**config.mk**
```make
export PLATFORM = sky130hd
export DESIGN_NAME = neuron_weighted_sum_sigmoid
export DESIGN_NICKNAME = d
export VERILOG_FILES = /design/src/hdl/nws_pkg.sv /design/src/hdl/nws_front.sv /design/src/hdl/nws_queue.sv /design/src/hdl/nws_back.sv /design/src/hdl/neuron_weighted_sum_sigmoid.sv
export SDC_FILE = /design/constraint.sdc
export NUM_CORES = 1
export LEC_CHECK = 0
export ABC_AREA = 0
export BUFFER_PORTS_ARGS = -buffer_cell sky130_fd_sc_hd__buf_2
export CAP_MARGIN = 20
export CORE_ASPECT_RATIO = 0.5
export CORE_MARGIN = 4
export CORE_UTILIZATION = 26
export CTS_CLUSTER_SIZE = 10
export DETAILED_ROUTE_END_ITERATION = 7
export PLACE_DENSITY = 0.49
export RECOVER_POWER = 50
export SLEW_MARGIN = 20
export SYNTH_ARGS = -nofsm -noshare
export SYNTH_HDL_FRONTEND = slang
export SYNTH_SLANG_ARGS = --single-unit
```
**constraint.sdc**
```tcl
create_clock -name clk -period 6.7 [get_ports clk]
set_input_delay 1.005 -clock clk [delete_from_list [all_inputs] [get_ports clk]]
set_output_delay 1.005 -clock clk [all_outputs]
set_load 0.02 [all_outputs]
```
**src/hdl/nws_pkg.sv**
```systemverilog
// Shared types, widths and the sigmoid lookup table for the neuron datapath.
`default_nettype none
package nws_pkg;

	// Field and datapath widths
	localparam int VALUE_W    = 16;            // Q4.12 source and weight
	localparam int FRAC_W     = 12;
	localparam int TERM_W     = 2 * VALUE_W;   // product or shifted bias weight
	localparam int ACC_W      = 40;            // Q16.24 accumulator
	localparam int OUT_W      = 24;            // Q12.12 results
	localparam int SIG_W      = FRAC_W + 1;    // table entries span 0..4096
	localparam int TABLE_N    = 256;
	localparam int TABLE_HALF = TABLE_N / 2;
	localparam int TABLE_AW   = 8;
	localparam int QUEUE_N    = 4;
	localparam int QUEUE_AW   = 2;

	// Activation mode register codes
	localparam logic MODE_SIGMOID  = 1'b0;
	localparam logic MODE_IDENTITY = 1'b1;

	// Exponential step e^(-1/16) in Q0.32
	localparam logic [63:0] EXP_STEP_Q32 = 64'd4034748382;

	// One link term passed from the front end to the accumulator
	typedef struct packed {
		logic                     last;
		logic signed [TERM_W-1:0] term;
	} link_term_t;

	typedef logic [SIG_W-1:0] sig_tab_t [TABLE_N];

	// Shift-and-subtract unsigned divide, only evaluated while building the table
	function automatic logic [63:0] long_div(logic [63:0] num, logic [63:0] den);
		logic [63:0] quo;
		logic [63:0] rem;
		quo = '0;
		rem = '0;
		for (int i = 63; i >= 0; i--) begin
			rem = {rem[62:0], num[i]};
			if (rem >= den) begin
				rem = rem - den;
				quo[i] = 1'b1;
			end
		end
		return quo;
	endfunction

	// Built at elaboration: entry i covers x = (i-128)/16 up to the next step
	function automatic sig_tab_t build_sig_table();
		sig_tab_t    tab;
		logic [63:0] e;
		logic [63:0] d;
		logic [63:0] s [TABLE_HALF + 1];
		e = 64'd1 << 32;
		for (int k = 0; k <= TABLE_HALF; k++) begin
			d = (64'd1 << 32) + e;
			s[k] = long_div((64'd1 << (FRAC_W + 32)) + (d >> 1), d);
			e = (e * EXP_STEP_Q32 + (64'd1 << 31)) >> 32;
		end
		for (int k = 0; k < TABLE_N; k++) begin
			if (k >= TABLE_HALF)
				tab[k] = s[k - TABLE_HALF][SIG_W-1:0];
			else
				tab[k] = SIG_W'((64'd1 << FRAC_W) - s[TABLE_HALF - k]);
		end
		return tab;
	endfunction

	localparam sig_tab_t SIG_TABLE = build_sig_table();

endpackage
`default_nettype wire

```
**src/hdl/nws_front.sv**
```systemverilog
// Front end: accepts link items and forms the per-link term in a registered stage.
`default_nettype none
module nws_front (
	input  wire logic                           clk,
	input  wire logic                           arst_n,
	input  wire logic                           in_valid,
	output logic                                in_ready,
	input  wire logic signed [nws_pkg::VALUE_W-1:0] source_value,
	input  wire logic signed [nws_pkg::VALUE_W-1:0] link_weight,
	input  wire logic                           is_bias,
	input  wire logic                           last_link,
	output logic                                term_valid,
	input  wire logic                           term_ready,
	output nws_pkg::link_term_t                 term_item
);
	import nws_pkg::*;

	logic                     valid_s1;
	link_term_t               item_s1;
	logic signed [TERM_W-1:0] term_d;

	// Bias links add the weight scaled to product scale; others add src * w
	always_comb begin
		if (is_bias)
			term_d = TERM_W'(link_weight) <<< FRAC_W;
		else
			term_d = TERM_W'(source_value) * TERM_W'(link_weight);
	end

	assign in_ready   = !valid_s1 || term_ready;
	assign term_valid = valid_s1;
	assign term_item  = item_s1;

	always_ff @(posedge clk or negedge arst_n) begin
		if (!arst_n) begin
			valid_s1 <= 1'b0;
		end else if (in_ready) begin
			valid_s1 <= in_valid;
		end
	end

	always_ff @(posedge clk) begin
		if (in_ready && in_valid) begin
			item_s1.term <= term_d;
			item_s1.last <= last_link;
		end
	end

endmodule
`default_nettype wire

```
**src/hdl/nws_queue.sv**
```systemverilog
// Short FIFO that decouples the term front end from the accumulator.
`default_nettype none
module nws_queue (
	input  wire logic                clk,
	input  wire logic                arst_n,
	input  wire logic                push_valid,
	output logic                     push_ready,
	input  wire nws_pkg::link_term_t push_item,
	output logic                     pop_valid,
	input  wire logic                pop_ready,
	output nws_pkg::link_term_t      pop_item
);
	import nws_pkg::*;

	link_term_t          entry_q [QUEUE_N];
	logic [QUEUE_AW-1:0] wr_ptr_q;
	logic [QUEUE_AW-1:0] rd_ptr_q;
	logic [QUEUE_AW:0]   count_q;
	logic                do_push;
	logic                do_pop;

	assign push_ready = (count_q != (QUEUE_AW+1)'(QUEUE_N));
	assign pop_valid  = (count_q != '0);
	assign pop_item   = entry_q[rd_ptr_q];
	assign do_push    = push_valid && push_ready;
	assign do_pop     = pop_valid && pop_ready;

	// Pointers and fill count
	always_ff @(posedge clk or negedge arst_n) begin
		if (!arst_n) begin
			wr_ptr_q <= '0;
			rd_ptr_q <= '0;
			count_q  <= '0;
		end else begin
			if (do_push)
				wr_ptr_q <= wr_ptr_q + 1'b1;
			if (do_pop)
				rd_ptr_q <= rd_ptr_q + 1'b1;
			if (do_push && !do_pop)
				count_q <= count_q + 1'b1;
			else if (do_pop && !do_push)
				count_q <= count_q - 1'b1;
		end
	end

	// Storage
	always_ff @(posedge clk) begin
		if (do_push)
			entry_q[wr_ptr_q] <= push_item;
	end

endmodule
`default_nettype wire

```
**src/hdl/nws_back.sv**
```systemverilog
// Back end: saturating accumulation, final rounding, activation and output register.
`default_nettype none
module nws_back (
	input  wire logic                       clk,
	input  wire logic                       arst_n,
	input  wire logic                       act_mode,
	input  wire logic                       term_valid,
	output logic                            term_ready,
	input  wire nws_pkg::link_term_t        term_item,
	output logic                            out_valid,
	input  wire logic                       out_ready,
	output logic signed [nws_pkg::OUT_W-1:0] weighted_sum,
	output logic signed [nws_pkg::OUT_W-1:0] activation
);
	import nws_pkg::*;

	localparam int RND_W = ACC_W + 1;
	localparam int SHF_W = RND_W - FRAC_W;

	logic signed [ACC_W-1:0]  acc_q;
	logic signed [ACC_W-1:0]  fin_q;
	logic                     fin_valid_q;
	logic                     out_valid_q;
	logic signed [OUT_W-1:0]  sum_q;
	logic signed [OUT_W-1:0]  act_q;

	logic signed [RND_W-1:0]  acc_wide;
	logic signed [ACC_W-1:0]  acc_next;
	logic                     out_free;
	logic                     fin_free;
	logic                     pop;

	logic signed [RND_W-1:0]  rnd;
	logic signed [SHF_W-1:0]  shf;
	logic signed [OUT_W-1:0]  sum_d;
	logic signed [OUT_W-1:0]  act_d;
	logic [TABLE_AW-1:0]      sig_idx;
	logic [SIG_W-1:0]         sig_val;

	// Saturating accumulate
	always_comb begin
		acc_wide = RND_W'(acc_q) + RND_W'(term_item.term);
		if (acc_wide[RND_W-1] != acc_wide[RND_W-2])
			acc_next = acc_wide[RND_W-1] ? {1'b1, {(ACC_W-1){1'b0}}}
			                             : {1'b0, {(ACC_W-1){1'b1}}};
		else
			acc_next = acc_wide[ACC_W-1:0];
	end

	// Handshake between accumulator, final stage and output register
	assign out_free   = !out_valid_q || out_ready;
	assign fin_free   = !fin_valid_q || out_free;
	assign term_ready = !term_item.last || fin_free;
	assign pop        = term_valid && term_ready;

	always_ff @(posedge clk or negedge arst_n) begin
		if (!arst_n) begin
			acc_q       <= '0;
			fin_valid_q <= 1'b0;
		end else begin
			if (pop)
				acc_q <= term_item.last ? '0 : acc_next;
			if (fin_free)
				fin_valid_q <= pop && term_item.last;
		end
	end

	always_ff @(posedge clk) begin
		if (pop && term_item.last && fin_free)
			fin_q <= acc_next;
	end

	// Round half up to Q12.12 and saturate to 24 bits
	always_comb begin
		rnd = RND_W'(fin_q) + RND_W'(1 << (FRAC_W - 1));
		shf = rnd[RND_W-1:FRAC_W];
		if (shf[SHF_W-1:OUT_W-1] != {(SHF_W-OUT_W+1){shf[SHF_W-1]}})
			sum_d = shf[SHF_W-1] ? {1'b1, {(OUT_W-1){1'b0}}}
			                     : {1'b0, {(OUT_W-1){1'b1}}};
		else
			sum_d = shf[OUT_W-1:0];
	end

	// Sigmoid lookup over [-8, 8); index is bits [15:8] of sum + 8.0
	assign sig_idx = {~sum_d[FRAC_W+3], sum_d[FRAC_W+2:FRAC_W-4]};
	assign sig_val = SIG_TABLE[sig_idx];

	always_comb begin
		if (act_mode == MODE_IDENTITY)
			act_d = sum_d;
		else if (sum_d < -(OUT_W'(8) <<< FRAC_W))
			act_d = '0;
		else if (sum_d >= (OUT_W'(8) <<< FRAC_W))
			act_d = OUT_W'(1) <<< FRAC_W;
		else
			act_d = OUT_W'(sig_val);
	end

	// Output register
	always_ff @(posedge clk or negedge arst_n) begin
		if (!arst_n) begin
			out_valid_q <= 1'b0;
		end else if (out_free) begin
			out_valid_q <= fin_valid_q;
		end
	end

	always_ff @(posedge clk) begin
		if (out_free && fin_valid_q) begin
			sum_q <= sum_d;
			act_q <= act_d;
		end
	end

	assign out_valid    = out_valid_q;
	assign weighted_sum = sum_q;
	assign activation   = act_q;

endmodule
`default_nettype wire

```
**src/hdl/neuron_weighted_sum_sigmoid.sv**
```systemverilog
// Top level of the neuron: link stream in, weighted sum and activation out.
`default_nettype none
// One neuron. Each transfer on the slave stream is one incoming link; the
// source value (Q4.12) times the weight (Q4.12) is accumulated in a
// saturating 40-bit accumulator, or for a bias link the weight alone. The
// transfer with tlast set closes the neuron and produces one master transfer
// carrying the sum rounded and saturated to Q12.12 and its activation:
// sigmoid from a 256-step table over [-8, 8) (mode 0) or identity (mode 1).
// Throughput is one link per clock, set by the single multiplier stage and
// the accumulate loop, as long as no closing link waits on a full final
// register. After the edge that accepts the last link loads the multiply
// stage, the term is written into the queue, accumulated into the final
// register, then rounded and looked up into the output register, which
// raises m_axis_tvalid. A four-entry queue between the multiplier and the
// accumulator lets the input keep streaming while a result waits to be taken.
// Write cfg_wdata with cfg_we only while no neuron is in flight.
module neuron_weighted_sum_sigmoid (
	input  wire logic        clk,
	input  wire logic        arst_n,
	input  wire logic        s_axis_tvalid,
	output logic             s_axis_tready,
	input  wire logic [31:0] s_axis_tdata,   // [15:0] source_value, [31:16] link_weight
	input  wire logic [0:0]  s_axis_tuser,   // [0] is_bias
	input  wire logic        s_axis_tlast,   // last_link
	output logic             m_axis_tvalid,
	input  wire logic        m_axis_tready,
	output logic [47:0]      m_axis_tdata,   // [23:0] weighted_sum, [47:24] activation
	input  wire logic        cfg_we,
	input  wire logic [0:0]  cfg_wdata       // [0] activation_mode
);
	import nws_pkg::*;

	logic                     act_mode_q;
	logic                     fq_valid;
	logic                     fq_ready;
	link_term_t               fq_item;
	logic                     qb_valid;
	logic                     qb_ready;
	link_term_t               qb_item;
	logic signed [OUT_W-1:0]  sum_out;
	logic signed [OUT_W-1:0]  act_out;

	// Activation mode register
	always_ff @(posedge clk or negedge arst_n) begin
		if (!arst_n) begin
			act_mode_q <= MODE_SIGMOID;
		end else if (cfg_we) begin
			act_mode_q <= cfg_wdata[0];
		end
	end

	nws_front u_front (
		.clk          (clk),
		.arst_n       (arst_n),
		.in_valid     (s_axis_tvalid),
		.in_ready     (s_axis_tready),
		.source_value (s_axis_tdata[VALUE_W-1:0]),
		.link_weight  (s_axis_tdata[2*VALUE_W-1:VALUE_W]),
		.is_bias      (s_axis_tuser[0]),
		.last_link    (s_axis_tlast),
		.term_valid   (fq_valid),
		.term_ready   (fq_ready),
		.term_item    (fq_item)
	);

	nws_queue u_queue (
		.clk        (clk),
		.arst_n     (arst_n),
		.push_valid (fq_valid),
		.push_ready (fq_ready),
		.push_item  (fq_item),
		.pop_valid  (qb_valid),
		.pop_ready  (qb_ready),
		.pop_item   (qb_item)
	);

	nws_back u_back (
		.clk          (clk),
		.arst_n       (arst_n),
		.act_mode     (act_mode_q),
		.term_valid   (qb_valid),
		.term_ready   (qb_ready),
		.term_item    (qb_item),
		.out_valid    (m_axis_tvalid),
		.out_ready    (m_axis_tready),
		.weighted_sum (sum_out),
		.activation   (act_out)
	);

	assign m_axis_tdata = {act_out, sum_out};

endmodule
`default_nettype wire

```
==> results of run 1 <==
==> cells in the mapped netlist, types with 6 or more instances <==
cell	number	area share
sky130_fd_sc_hd__xor2_1	39	0.013
sky130_fd_sc_hd__nor4_1	7	0.0017
sky130_fd_sc_hd__edfxtp_1	242	0.28
sky130_fd_sc_hd__nor2b_1	13	0.0031
sky130_fd_sc_hd__o211ai_1	21	0.0060
sky130_fd_sc_hd__nor2_1	170	0.024
sky130_fd_sc_hd__and4_1	6	0.0020
sky130_fd_sc_hd__fa_1	264	0.20
sky130_fd_sc_hd__and3_1	9	0.0021
sky130_fd_sc_hd__xnor2_1	61	0.020
sky130_fd_sc_hd__o31ai_1	8	0.0023
sky130_fd_sc_hd__a21oi_1	149	0.028
sky130_fd_sc_hd__nand2b_1	26	0.0062
sky130_fd_sc_hd__mux4_2	33	0.028
sky130_fd_sc_hd__nor3_1	32	0.0061
sky130_fd_sc_hd__o21ai_1	14	0.0027
sky130_fd_sc_hd__or2_2	7	0.0017
sky130_fd_sc_hd__o21ai_0	130	0.025
sky130_fd_sc_hd__clkbuf_1	89	0.013
sky130_fd_sc_hd__a211o_1	6	0.0020
sky130_fd_sc_hd__buf_2	15	0.0029
sky130_fd_sc_hd__a211oi_1	17	0.0049
sky130_fd_sc_hd__buf_1	13	0.0019
sky130_fd_sc_hd__nand2_1	271	0.039
sky130_fd_sc_hd__nand3_1	48	0.0092
sky130_fd_sc_hd__and2_1	137	0.033
sky130_fd_sc_hd__o21a_1	14	0.0040
sky130_fd_sc_hd__dfrtp_1	51	0.049
sky130_fd_sc_hd__maj3_1	10	0.0038
sky130_fd_sc_hd__or3_1	10	0.0024
sky130_fd_sc_hd__ha_1	138	0.066
sky130_fd_sc_hd__nand4_1	25	0.0060
sky130_fd_sc_hd__a21o_1	49	0.014
sky130_fd_sc_hd__inv_1	308	0.044
sky130_fd_sc_hd__a311oi_1	6	0.0020
sky130_fd_sc_hd__a22oi_1	8	0.0023
sky130_fd_sc_hd__a31oi_1	15	0.0036
sky130_fd_sc_hd__o2111ai_1	10	0.0033
==> cell families after synthesis <==
family                     count (synthesis)
buffers and inverters                    430
DFF                                      293
adders and majority gates                412
xor gates and xnor gates                 100
muxes                                     37
AOI/OAI and AO/OA                        534
and+or+nand+nor                          787
==> stage by stage <==
| stage | hold slack [ps] | setup TNS, ps | instance area (um^2) |
|---|---|---|---|
| 3_3_place_gp | 469 | -1840 | 29300 |
| 4_1_cts | 490 | 0 | 30500 |
| 3_5_place_dp | 476 | -2680 | 29300 |
| 5_1_grt | 511 | 0 | 30400 |
| 2_1_floorplan | 456 | -4.17 | 26300 |
| 6_report | 486 | 0 | 30400 |
==> final cells by class <==
class	count	area (um^2)
Sequential cell	293	8540
Inverter	312	1170
Clock inverter	7	90.1
Multi-Input combinational cell	1870	16100
Fill cell	10348	69600
Antenna cell	1	2.50
Tap cell	1344	1680
Clock buffer	61	1060
Timing Repair Buffer	265	1820
==> registers in the layout, indices dropped and copies added, names as in the netlist <==
name,count
act_mode_q,1
u_back.acc_q,40
u_back.activation,24
u_back.fin_q,29
u_back.fin_valid_q,1
u_back.out_valid,1
u_back.weighted_sum,24
u_front.term_item,33
u_front.term_valid,1
u_queue.count_q,3
u_queue.entry_q,132
u_queue.rd_ptr_q,2
u_queue.wr_ptr_q,2
==> worst reg2reg max path: cells and delay by family, from the launching register on <==
kind | cells | cell delay, ps
flops | 1 | 480
simple gates | 7 | 2790
buf+inv | 2 | 450
fa+ha+maj | 1 | 560
compound gates | 6 | 1470
==> layer usage <==
layer  wire [um]  part of all wire  GRT usage
met2       35600              0.44      0.241
met3        4590             0.057     0.0219
met1       37400              0.47      0.211
met5          27           0.00034          0
met4        2620             0.033     0.0470
==> repair_timing <==
action | in CTS | in global routing
setup endpoints to repair | 0 | 2
resized for setup | 0 | 3
buffers inserted | 0 | 0
==> worst paths after layout <==
kind / slack (ps) / from / depth (start not counted) / to
worst min register to register: 490 / u_back.acc_q[17] / 2 / u_back.acc_q[17]
worst max-delay path: 300 / s_axis_tdata[21] / 23 / u_front.term_item[23]
min in group asynchronous: 1720 / arst_n / 2 / u_queue.rd_ptr_q[0]
worst max register to register: 650 / u_back.fin_q[25] / 16 / u_back.activation[1]
worst min-delay path: 490 / u_back.acc_q[17] / 2 / u_back.acc_q[17]
max in group asynchronous: 2790 / arst_n / 2 / u_queue.rd_ptr_q[0]
==> reports/qor.log, run 1 <==
INFO  status         status=finished with violations
INFO  clock_tree     clk_transition_reported_paths=60ps
INFO  logic_synthesis synth-xor-area-share=0.0334
INFO  global_route   grtUsageTotal=0.151
INFO  critical_path  timing.critical_path.to_type=flop
INFO  clock_tree     ctsHoldBuffers=0
INFO  route          drt.antenna.violating_nets=0
INFO  timing         slew_viol_final=271
INFO  layout         finalNetCount=3,221
INFO  route          finalWirelength=80.2mm
INFO  critical_path  critical_path_arrival=6660ps
INFO  critical_path  critical_path_class=in -> reg
INFO  route          first_iter_violations=1,492
INFO  logic_synthesis area_share_of_fa_ha_maj_cells_after_synthesis=0.271
INFO  timing         worst_clock_skew=50.1ps
INFO  logic_synthesis post_synth_and_or_nand_nor_area_fraction=0.146
INFO  status         violated_checks=max-capacitance violations, max-slew violations
INFO  floorplan      design.die.area=106,000um^2
INFO  clock_tree     tritoncts_num_sinks=293
INFO  layout         final-instance-count-excl-fill=4,153
INFO  critical_path  cpLargestDelayFamily=adder cells
INFO  global_route   number_of_global_route_vias_before_repair=20,811
INFO  logic_synthesis yosys.cell_types.count=94
INFO  run            cap_violations=7
INFO  floorplan      initial_core_utilization=0.262
INFO  logic_synthesis yosysWarningCount=0
INFO  clock_tree     cts_buffers=37
INFO  clock_tree     cts-htree-levels=2
INFO  timing         timing.max_slew.rel_slack=-1.32
INFO  placement      io_buffers=89
INFO  floorplan      design.core.area=100,000um^2
INFO  critical_path  worstSetupStartpointType=primary input
INFO  hold_path      hp-class=reg -> reg
INFO  layout         mostFrequentLayoutCell=sky130_fd_sc_hd__inv_1
INFO  placement      preCtsSetupSlack=-376ps
INFO  floorplan      num_rows=82
INFO  critical_path  crit_path_cell_trace=buf_2 -> buf_4 -> and2_1 -> fa_1 -> inv_1 -> fa_1 -> fa_1 -> inv_1 -> fa_1 -> fa_1 -> inv_1 -> fa_1 -> inv_1 -> ha_4 -> a211o_1 -> a2111o_1 -> o21a_2 -> a21o_1 -> a21o_1 -> a21o_1 -> a21oi_1 -> xor2_1 -> o21ai_0
INFO  logic_synthesis synthesis.instances=2,593
INFO  critical_path  worst_ep_required_time=6960ps
INFO  route          post-route-drc-count=0
INFO  logic_synthesis dominant_combinational_cell_family_by_area_after_synthesis=adder cells
INFO  global_route   grt_first_pass_wirelength=126mm
INFO  timing         worst-slew-pin-transition=3470ps
INFO  timing         max_clock_freq=0.156GHz
INFO  global_route   grt_start_max_net_pins=52
INFO  logic_synthesis synth_area=26,200um^2
INFO  logic_synthesis synth_area_per_cell=10.1um^2
INFO  logic_synthesis synth_nets=3,035
INFO  route          vias_per_cell=4.80
INFO  clock_tree     clock_tree.buffer_depth=3
INFO  clock_tree     worst_skew_pair.late_latency=580ps
INFO  placement      dp.cells=4,084
INFO  critical_path  worst_path_most_repeated_cell=sky130_fd_sc_hd__fa_1
INFO  critical_path  timing.critical_path.fanout_max=7
INFO  logic_synthesis synth_seq_cells=293
INFO  logic_synthesis synth_area_in_compound_gates=0.131
INFO  global_route   antenna_found_initial=3
INFO  clock_tree     cts_tree=done
INFO  global_route   gr-total-overflow=0
INFO  floorplan      die_w=457um
INFO  floorplan      i_o_pin_count=90
INFO  critical_path  cp.buffers_inverters=6
INFO  route          wl_per_cell=19.3um
INFO  timing         layout_min_cycle_time=6400ps
INFO  critical_path  cpMaxStageDelayCell=sky130_fd_sc_hd__fa_1
INFO  logic_synthesis seq_area_frac_synth=0.326
INFO  layout         post_route_cells_drive_above_1_share=0.133
INFO  critical_path  cpPeakStageDelay=550ps
INFO  timing         min_period_over_period=0.956
INFO  logic_synthesis ys_dominant_reg_cell=sky130_fd_sc_hd__edfxtp_1
INFO  logic_synthesis count_of_flip_flops_with_a_built_in_enable_after_synthesis=242
INFO  layout         flow.area_growth_from_synthesis=16.1%
INFO  timing         final.setup.worst_slack=297ps
INFO  placement      dp_hpwl=62.1mm
INFO  clock_tree     cts.root.buffer_cell=sky130_fd_sc_hd__clkbuf_16
INFO  timing         setup_repair_after_global_routing_missed_its_margin=no
INFO  floorplan      die_height=233um
INFO  logic_synthesis asyncSetResetFlopFracSynth=0.174
INFO  timing         hold_violations=0
INFO  layout         layout.core_utilization=0.304
INFO  placement      globalplace.congestion=0.977
INFO  timing         timing.final.setup_violations=0
INFO  route          detailroute.via_count=19,927
INFO  layout         mostFrequentLayoutCells=sky130_fd_sc_hd__inv_1 (308), sky130_fd_sc_hd__nand2_1 (271), sky130_fd_sc_hd__fa_1 (263)
INFO  route          drt_first_pass_iters=6
INFO  logic_synthesis proportion_of_synthesized_area_in_mux_cells=0.0300
Power of run 1 is left out: the tool's default activity adds up to more than one toggle a clock period on the data nets, which glitch-free logic cannot reach.
==> run 2, diff against run 1 <==
--- a/config.mk
+++ b/config.mk
@@ -13,7 +13,7 @@
 export CORE_UTILIZATION = 26
 export CTS_CLUSTER_SIZE = 10
 export DETAILED_ROUTE_END_ITERATION = 7
-export PLACE_DENSITY = 0.49
+export PLACE_DENSITY_LB_ADDON = 0.05
 export RECOVER_POWER = 50
 export SLEW_MARGIN = 20
 export SYNTH_ARGS = -nofsm -noshare
==> run 2 against run 1 <==
Effect of this change:
- global-route usage up 1.1 points
- core utilization rose by 0.31 points
- design area increased by 1.0%
- fmax fell by 1.1%
- die area did not move
- flip-flop and latch count stayed put
- highest routed layer is now met4
- critical path depth unchanged
- worst setup slack lost 74 ps
- clock-buffer cell count is 3 lower
- sequential share of layout area down 0.28 points
- the run still ends with max-capacitance violations, max-slew violations left
- largest cell class unchanged
- critical path type unchanged
==> reports/qor.log, run 2 (synthesized netlist as in run 1, its figures left out) <==
INFO  floorplan      die_height=233um
INFO  route          drt.antenna.violating_nets=0
INFO  critical_path  critical_path_class=in -> reg
INFO  layout         mostFrequentLayoutCell=sky130_fd_sc_hd__inv_1
INFO  placement      globalplace.congestion=0.920
INFO  global_route   grt_start_max_net_pins=52
INFO  timing         timing.max_slew.rel_slack=-1.26
INFO  clock_tree     ctsHoldBuffers=0
INFO  route          vias_per_cell=4.71
INFO  route          post-route-drc-count=0
INFO  clock_tree     tritoncts_num_sinks=293
INFO  global_route   grtUsageTotal=0.161
INFO  critical_path  crit_start=s_axis_tdata[20]
INFO  placement      dp_hpwl=66.4mm
INFO  status         status=finished with violations
INFO  floorplan      i_o_pin_count=90
INFO  clock_tree     cts_tree=done
INFO  timing         max_clock_freq=0.154GHz
INFO  hold_path      hold_path_end=u_back.acc_q[19]
INFO  timing         min_period_over_period=0.967
INFO  critical_path  timing.critical_path.fanout_max=7
INFO  clock_tree     clk_transition_reported_paths=60ps
INFO  route          first_iter_violations=1,196
INFO  global_route   grt_first_pass_wirelength=133mm
INFO  clock_tree     cts_buffers=38
INFO  critical_path  worstSetupStartpointType=primary input
INFO  floorplan      num_rows=82
INFO  layout         flow.area_growth_from_synthesis=17.3%
INFO  run            cap_violations=3
INFO  clock_tree     cts-htree-levels=2
INFO  critical_path  worst_r2r_startpoint=u_back.fin_q[12]
INFO  layout         largest_register_ff_count=132
INFO  clock_tree     cts.root.buffer_cell=sky130_fd_sc_hd__clkbuf_16
INFO  critical_path  reg2regPathDepth=18
INFO  clock_tree     clock_tree.buffer_depth=3
INFO  placement      postPlaceCellArea=29,600um^2
INFO  critical_path  timing.critical_path.to_type=flop
INFO  timing         worst-slew-pin-transition=3380ps
INFO  placement      io_buffers=89
INFO  timing         worst_clock_skew=19.1ps
INFO  critical_path  r2r-end=u_back.activation[2]
INFO  floorplan      design.core.area=100,000um^2
INFO  timing         hold_violations=0
INFO  timing         timing.final.setup_violations=0
INFO  floorplan      initial_core_utilization=0.262
INFO  status         violated_checks=max-capacitance violations, max-slew violations
INFO  route          wl_per_cell=20.5um
INFO  floorplan      design.die.area=106,000um^2
INFO  global_route   gr-total-overflow=0
INFO  layout         antennaDiodeCount=0
INFO  route          finalWirelength=85.7mm
INFO  hold_path      hp-class=reg -> reg
INFO  global_route   number_of_global_route_vias_before_repair=20,899
INFO  timing         slew_viol_final=135
INFO  layout         top_register=u_queue.entry_q
INFO  floorplan      die_w=457um
INFO  layout         post_route_cells_drive_above_1_share=0.137
INFO  critical_path  worst_ep_required_time=6960ps
INFO  hold_path      worst_hold_startpoint=u_back.acc_q[19]
INFO  layout         mostFrequentLayoutCells=sky130_fd_sc_hd__inv_1 (308), sky130_fd_sc_hd__nand2_1 (271), sky130_fd_sc_hd__fa_1 (263)
INFO  route          drt_first_pass_iters=5
INFO  hold_path      holdPathStages=1
INFO  layout         finalInstanceArea=30,800um^2
INFO  clock_tree     worst_skew_pair.late_latency=560ps
INFO  global_route   antenna_found_initial=0
INFO  timing         layout_min_cycle_time=6480ps
INFO  critical_path  worst-r2r-setup-slack=690ps
INFO  layout         finalNetCount=3,258
INFO  critical_path  critical_path_arrival=6740ps
INFO  route          detailroute.via_count=19,710
-- run 2: changes by cell type in the layout (fill, tap and decap cells not counted), moves of 3 or more --
cell / before / now
sky130_fd_sc_hd__buf_4: 162 / 203
sky130_fd_sc_hd__buf_2: 73 / 41
sky130_fd_sc_hd__clkbuf_1: 42 / 68
sky130_fd_sc_hd__a21oi_1: 148 / 143
sky130_fd_sc_hd__a21oi_2: 3 / 8
sky130_fd_sc_hd__and2_2: 1 / 5
sky130_fd_sc_hd__clkinv_1: 1 / 4
sky130_fd_sc_hd__clkinv_2: 3 / 0
-- run 2: stage by stage --
step                      utilization  instances  TNS (ps)  hold WS [ps]  setup slack, ps
after floorplan                     -       2593     -4.17           456            -4.17
after global placement          0.296       4120     -5240           469             -560
after detailed placement        0.296       4120     -4840           477             -534
after CTS                       0.308       4188         0           491             53.8
after global routing            0.308       4188     -11.0           502            -7.99
final                           0.308       4188         0           485              223
-- run 2: how the worst max path moves through the flow --
stage / to / slack (ps) / depth (start not counted)
floorplan: u_front.term_item[23] / -4 / 23
global placement: u_front.term_item[30] / -560 / 23
detailed placement: u_front.term_item[30] / -530 / 23
CTS: u_front.term_item[30] / 50 / 23
global route: u_front.term_item[23] / -8 / 24
finish: u_front.term_item[23] / 220 / 23
-- run 2: worst max-delay path, stage by stage --
cell                       delay, ps
sky130_fd_sc_hd__buf_2           140
sky130_fd_sc_hd__buf_4           150
sky130_fd_sc_hd__and2_1          170
sky130_fd_sc_hd__fa_1            540
sky130_fd_sc_hd__inv_1            60
sky130_fd_sc_hd__fa_1            490
sky130_fd_sc_hd__fa_1            570
sky130_fd_sc_hd__inv_1            80
sky130_fd_sc_hd__fa_1            500
sky130_fd_sc_hd__fa_1            490
sky130_fd_sc_hd__inv_1            50
sky130_fd_sc_hd__fa_1            470
sky130_fd_sc_hd__inv_1            40
sky130_fd_sc_hd__ha_1            190
sky130_fd_sc_hd__a211o_1         290
sky130_fd_sc_hd__a2111o_1        360
sky130_fd_sc_hd__o21a_4          230
sky130_fd_sc_hd__a21o_1          180
sky130_fd_sc_hd__a21o_1          180
sky130_fd_sc_hd__a21o_1          190
sky130_fd_sc_hd__a21oi_2         140
sky130_fd_sc_hd__xor2_1          150
sky130_fd_sc_hd__o21ai_0          80
-- run 2: what timing repair did --
item	4_1_cts	5_1_grt
gates resized for setup	0	13
setup endpoints to repair	0	8
buffers inserted	0	0
-- run 2: cell type report --
class                   instances  area (um^2)
fillers                     10467        69300
multi-input cells            1870        16100
flip-flops and latches        293         8540
repair buffers                301         2060
well taps                    1344         1680
inverters                     312         1170
clock buffers                  58         1030
clock inverters                10          131
-- run 2: routing by layer --
| metal | vias up | GRT usage | share of wire |
|---|---|---|---|
| met5 | - | 0 | 0 |
| met3 | 153 | 0.0198 | 0.043 |
| li1 | 9364 | - | - |
| met4 | 0 | 0.0471 | 0.030 |
| met2 | 492 | 0.254 | 0.44 |
| met1 | 9701 | 0.233 | 0.49 |
Power of run 2 is left out for the same reason.
